### src/hw/rtl/qrm_pkg.sv
// ----------------------------------------------------------------------------
// qrm_pkg
// Shared widths, constants and types for the quaternion to rotation matrix
// pipeline.
// ----------------------------------------------------------------------------
package qrm_pkg;

	localparam int COMP_W = 16;            // Q1.14 component width
	localparam int PROD_W = 32;            // Q2.28 product width
	localparam int NUM_W  = 35;            // signed numerator width
	localparam int DEN_W  = 33;            // squared length, at most 2^32
	localparam int FRAC_W = 14;            // fraction bits of the result
	localparam int QUO_W  = 15;            // quotient bits, result at most 2^14
	localparam int DVD_W  = DEN_W + FRAC_W; // rounded dividend width
	localparam int ENTRIES = 9;

	localparam logic [QUO_W-1:0] ONE_Q14 = QUO_W'(16384);

	// Numerator and squared length of one matrix entry
	typedef struct packed {
		logic signed [NUM_W-1:0] num;
		logic        [DEN_W-1:0] den;
	} qrm_frac_t;

endpackage

### src/hw/rtl/qrm_div.sv
// ----------------------------------------------------------------------------
// qrm_div
// Pipelined restoring divider for one matrix entry: rounds 2^14*|num|/den
// half away from zero, one quotient bit per stage, then applies the sign.
// ----------------------------------------------------------------------------
module qrm_div (
	input  logic                               clk,
	input  logic                               en,
	input  qrm_pkg::qrm_frac_t                 frac,
	output logic signed [qrm_pkg::COMP_W-1:0]  res
);
	import qrm_pkg::*;

	logic [NUM_W-1:0] mag_c;
	logic [DVD_W-1:0] dvd_c;

	logic [DEN_W-1:0] rem_s [QUO_W+1];
	logic [QUO_W-1:0] low_s [QUO_W+1];
	logic [QUO_W-1:0] quo_s [QUO_W+1];
	logic [DEN_W-1:0] den_s [QUO_W+1];
	logic             neg_s [QUO_W+1];
	logic             zero_s [QUO_W+1];
	logic signed [COMP_W-1:0] res_q;

	// Build the rounded dividend from the numerator magnitude
	always_comb begin
		mag_c = frac.num[NUM_W-1] ? NUM_W'(-frac.num) : NUM_W'(frac.num);
		dvd_c = (DVD_W'(mag_c[DEN_W-1:0]) << FRAC_W) + DVD_W'(frac.den >> 1);
	end

	// Entry stage: split dividend into initial remainder and pending bits
	always_ff @(posedge clk) begin
		if (en) begin
			rem_s[0]  <= DEN_W'(dvd_c[DVD_W-1:QUO_W]);
			low_s[0]  <= dvd_c[QUO_W-1:0];
			quo_s[0]  <= '0;
			den_s[0]  <= frac.den;
			neg_s[0]  <= frac.num[NUM_W-1];
			zero_s[0] <= (frac.den == '0);
		end
	end

	// Divide stages: shift in one dividend bit, compare and subtract
	for (genvar k = 0; k < QUO_W; k++) begin : g_step
		logic [DEN_W:0] trial;
		logic           ge;

		always_comb begin
			trial = {rem_s[k], low_s[k][QUO_W-1]};
			ge    = (trial >= {1'b0, den_s[k]});
		end

		always_ff @(posedge clk) begin
			if (en) begin
				rem_s[k+1]  <= ge ? DEN_W'(trial - {1'b0, den_s[k]}) : DEN_W'(trial);
				low_s[k+1]  <= low_s[k] << 1;
				quo_s[k+1]  <= {quo_s[k][QUO_W-2:0], ge};
				den_s[k+1]  <= den_s[k];
				neg_s[k+1]  <= neg_s[k];
				zero_s[k+1] <= zero_s[k];
			end
		end
	end

	// Output stage: clamp, apply sign, force zero for a null quaternion
	always_ff @(posedge clk) begin
		if (en) begin
			if (zero_s[QUO_W]) begin
				res_q <= '0;
			end else begin
				if (neg_s[QUO_W]) begin
					res_q <= -$signed(COMP_W'((quo_s[QUO_W] > ONE_Q14) ? ONE_Q14
						: quo_s[QUO_W]));
				end else begin
					res_q <= $signed(COMP_W'((quo_s[QUO_W] > ONE_Q14) ? ONE_Q14
						: quo_s[QUO_W]));
				end
			end
		end
	end

	assign res = res_q;

endmodule

### config.mk
export PLATFORM = sky130hd
export DESIGN_NAME = qrm_div
export DESIGN_NICKNAME = d
export VERILOG_FILES = /design/src/hw/rtl/qrm_pkg.sv /design/src/hw/rtl/qrm_div.sv
export SDC_FILE = /design/constraint.sdc
export NUM_CORES = 2
export LEC_CHECK = 0
export BUFFER_PORTS_ARGS = -buffer_cell sky130_fd_sc_hd__buf_2
export CAP_MARGIN = 20
export CORE_UTILIZATION = 45
export CTS_CLUSTER_DIAMETER = 80
export DETAILED_ROUTE_END_ITERATION = 7
export PLACE_DENSITY = 0.74
export SLEW_MARGIN = 10
export SYNTH_ARGS = -nofsm -noshare
export SYNTH_HDL_FRONTEND = slang
export SYNTH_SLANG_ARGS = --single-unit
export TNS_END_PERCENT = 100
### constraint.sdc
create_clock -name clk -period 5.1 [get_ports clk]
set_input_delay 1.275 -clock clk [delete_from_list [all_inputs] [get_ports clk]]
set_output_delay 1.275 -clock clk [all_outputs]
set_load 0.05 [all_outputs]
* Yosys cells after proc, flatten, opt, wreduce, memory -nomap -nowiden *
Memory sizes are Yosys's and may differ from the RTL's.
Index checks and enable logic that the tools add are counted.

word-level totals
  logic and storage cells = 62
  memories kept = 6
  bits in writable memories = 1568
  output and inout port bits = 16
  register bits after elaboration = 16

memory list
  memory  depth  width  rd ports  clocked after memory_dff  write ports  RTL line       text
  den_s   16     33     15        0                         16           qrm_div.sv:20  logic [DEN_W-1:0] den_s [QUO_W+1];
  rem_s   16     33     15        0                         16           qrm_div.sv:17  logic [DEN_W-1:0] rem_s [QUO_W+1];
  low_s   16     15     15        0                         16           qrm_div.sv:18  logic [QUO_W-1:0] low_s [QUO_W+1];
  quo_s   16     15     16        0                         16           qrm_div.sv:19  logic [QUO_W-1:0] quo_s [QUO_W+1];
  neg_s   16     1      16        0                         16           qrm_div.sv:21  logic neg_s [QUO_W+1];
  zero_s  16     1      16        0                         16           qrm_div.sv:22  logic zero_s [QUO_W+1];

cells by class
  magnitude comparators = 16
  multiplexer cells = 20
  add/subtract/negate cells = 18
  reductions and logical operators = 1

operators by type and width
  kind                                                   number
  2-to-1 mux 33 bit                                      16
  >= comparator 34 x 33 -> 1 bit                         15
  subtractor 33 bit                                      15
  adder 47 x 32 -> 47 bit                                1
  zero test 33 bit                                       1
  negator 33 bit                                         1
  2-to-1 mux 16 bit                                      1
  negator 16 bit                                         1
  greater-than comparator 15 bit, second input constant  1
  2-to-1 mux 15 bit                                      1
  2-to-1 mux 1 bit                                       2

* Depth between registers and ports, before layout *
An unclocked memory read counts as a cell.

  word-level depth = 5
  mapped depth = 17
  depth with buffers taken out = 17

* Worst setup path before layout *
No wires, ideal clock.

  kind = input-to-reg
  start = input frac[37] in the netlist's numbering
  end = memory rem_s[0][19], data pin
  arrival time = 4619 ps
  data required time = 4842 ps
  path slack = 223 ps
  stages on the path = 14
  cells stage by stage = or4_1 > or3_1 > or3_1 > o31ai_1 > xnor2_1 > ha_1 > a21o_1 > a21o_1 > a221oi_1 > o21a_1 > nor2_1 > a41oi_1 > o22ai_1 > xnor2_1

RTL lines
  what                RTL line       text
  start: declaration  qrm_div.sv:9   input qrm_pkg::qrm_frac_t frac,
  end: declaration    qrm_div.sv:17

==> metrics <==
worst min path class flip-flop to flip-flop; Critical Path RT 5590 ps; Worst R2R Start den_s[0][79]; Top delay family on crit path compound AO/OA/AOI/OAI gates; mux contribution to synthesized area 3.76%; DR vias 45,800; hold_sp neg_s[6]; clock sink count 1,158; Crit path largest cell delay 540 ps; # setup viols final 0; worst slack, placed -100 ps; Synth Area in Adders 9.95%; dominant cells by area after synthesis edfxtp_1 51%, ha_1 9.5%, xnor2_1 3.6%; Comb power frac 46.1%; commonest non-fill, non-tap cell in the layout edfxtp_1; input/output buffers 84; Clk pwr share 20.2%; internal power 29,000 uW; worst-case vdd ir drop 392 uV; cell taking the most area after synthesis edfxtp_1; EDFF count, synth 1,158; I/O pin cnt 86; main combinational cell family by area after synthesis compound AO/OA/AOI/OAI gates; slew margin rel. 27.1%; critical path class primary input to flip-flop; Iteration-0 DRC Markers 2,315; status finished, final reports clean; part of the cycle the worst path needs 87.5%; ant diodes 0; H-tree levels 4; Layout Skew 25.6 ps; Synth Area in Compound Gates 14.8%; HPWL Detailed 113,000 um; Syn Inst Count 6,107; predominant post-synthesis flop cell edfxtp_1; R2R Setup Slk 680 ps; Post-Synthesis Cell Area 67,800 um2; simple-gate share of the synthesized area 9.97%; TritonCTS Buffers 134; Final min period 4460 ps; grt met3 use 2.65%; initial antenna violation count 0; worst hold slack after final layout 409 ps; first-pass GRT wire length 233,000 um; Syn Nets 6,707; Die Ht 390 um; Routed Wire Length 146,000 um; Ys Warns 0; Die Wd 390 um; Cell variety after synth 104; All-Layer GR Usage 19.1%; CP max stage cell or4_1; CTS Buffer Depth 3; Vias per Instance 5.44; Synth Area in XOR/XNOR 5.98%; Slew @ Worst Pin 1090 ps; grt peak-use layer met2; row cnt 142; Detail Route Antenna Nets 0; Worst setup SP type primary input; RSZ-0062 raised after global routing no; CTS root buf clkbuf_16; drt first pass iters 6; Core ar. 150,000 um2; pin count of the biggest net entering global routing 137; Worst setup EP type flip-flop; Mean Syn Cell Area 11.1 um2; setup ws final 636 ps; Worst-path clk slew 60 ps; # hold bufs at CTS 0; post-CTS setup buffer count 0; GRT Residual Overflow 0; Seq/Total Area, Yosys 51.3%; clk_lat worst skew 770 ps; WHS Endpoint neg_s[7]; Static Leak 0.0307 uW; Synth Register Bits 1,158; routability cong. 0.944; Buf+Inv Stages, Crit Path 3; FFs w/ async S/R, synth 0%; Psw 17,000 uW; vias in the first global route 47,100; P&R area growth vs syn 11.4%; number of max-cap violations 0; # resized after CTS 0; Sw Ratio 36.9%; total negative slack 0 ps; FF-to-FF End rem_s[0][113]; Highest Clock Rate 224 MHz; most frequent cells in the layout 1,158 x edfxtp_1, 604 x inv_1, 515 x ha_1; Die ar. 152,000 um2; Starting Density 45.3%; met2 usage in global routing 38.0%; post-synth top area share 51.3%; layout cells sized above 1 9.03%; critical path fanouts, max 4; hold path cells 0; Slew Viols, Final 0; Flop pwr share 33.6%; final hold violation count 0; CTS tree done; drt wl/cell 17.4 um; met1 usage 17.8%; pwr/cell area 610 nW/um2; worst reg2reg path depth 14; Critical Path AT 4950 ps; critical-path cell list buf_2, or4_1, or3_1, o31a_1, xor2_1, ha_1, a21o_1, a21o_1, a21oi_1, o31ai_1, buf_4, a221oi_1, buf_4, o21a_1, nor2_1, a41oi_1, o22ai_1, xnor2_1; Nets 6,905; DRC Markers 0
==> how the worst max path moves through the flow <==
stage	cells after the start	to	slack, ps	startpoint
finish	18	rem_s[0][19]	640	frac[37]
global placement	18	rem_s[0][19]	-90	frac[37]
global route	16	rem_s[0][19]	460	frac[37]
detailed placement	18	rem_s[0][19]	-100	frac[37]
floorplan	14	rem_s[0][19]	220	frac[37]
CTS	14	rem_s[0][208]	640	den_s[0][175]
==> cells in the mapped netlist, drive strengths merged, types with 57 or more instances <==
| cell | instances |
|---|---|
| a21o | 203 |
| edfxtp | 1158 |
| nand2b | 77 |
| inv | 606 |
| nor2b | 70 |
| xor2 | 181 |
| nor2 | 360 |
| nor3 | 80 |
| nand2 | 454 |
| o21a | 57 |
| xnor2 | 282 |
| nand3 | 99 |
| nand4 | 77 |
| ha | 515 |
| mux2 | 203 |
| o21ai | 418 |
| clkbuf | 85 |
| a21oi | 485 |
==> flip-flops by register name (all words and copies together), names as in the netlist <==
name	flops
neg_s	16
den_s	495
zero_s	16
res	16
low_s	1
quo_s	120
rem_s	494
==> logic make-up after synthesis <==
group	after synthesis
muxes	219
DFF	1158
buffers and inverters	739
adders and majority gates	530
AOI/OAI and AO/OA	1588
xor gates and xnor gates	463
and+or+nand+nor	1410
==> per-stage QoR <==
stage / area [um2] / utilization [%] / cells / total power, uW
after floorplan: 67800 / - / 6107 / 31500
after global placement: 71200 / 47.6 / 8185 / 36200
after detailed placement: 71200 / 47.6 / 8185 / 36600
after CTS: 75500 / 50.4 / 8426 / 46200
after global routing: 75500 / 50.4 / 8426 / 49200
final: 75500 / 50.4 / 8426 / 46000
==> worst register-to-register path: stages (launching register included) <==
cell      delay, ps
edfxtp_1        380
inv_1           130
ha_1            230
fa_1            400
nand2b_1        180
a21oi_1         270
a211oi_1        130
buf_4           170
o221ai_1        400
a31oi_1         260
a21oi_1         450
a41oi_1         300
a21oi_4         240
buf_12          220
mux2_2          420
==> layout make-up <==
type	count	area (um2)
sequential	1158	34800
fill	13100	74300
timing repair buffer	195	1430
clock inverter	79	736
multi-input combinational	4210	30200
inverter	606	2270
tap	2016	2520
clock buffer	162	3540
==> power groups by stage <==
stage	Combinational, uW	Clock [uW]	Sequential, uW
after CTS	21200	9570	15500
after detailed placement	21000	0	15600
final	21200	9320	15500
after floorplan	16300	0	15200
after global placement	20600	0	15600
after global routing	23600	9920	15700
==> layer usage <==
layer,up-vias,wire (um)
met5,-,0
met2,955,80000
li1,22800,-
met3,431,4260
met4,0,9920
met1,21600,52300
Note: power is estimated with default switching activity, not from simulation.
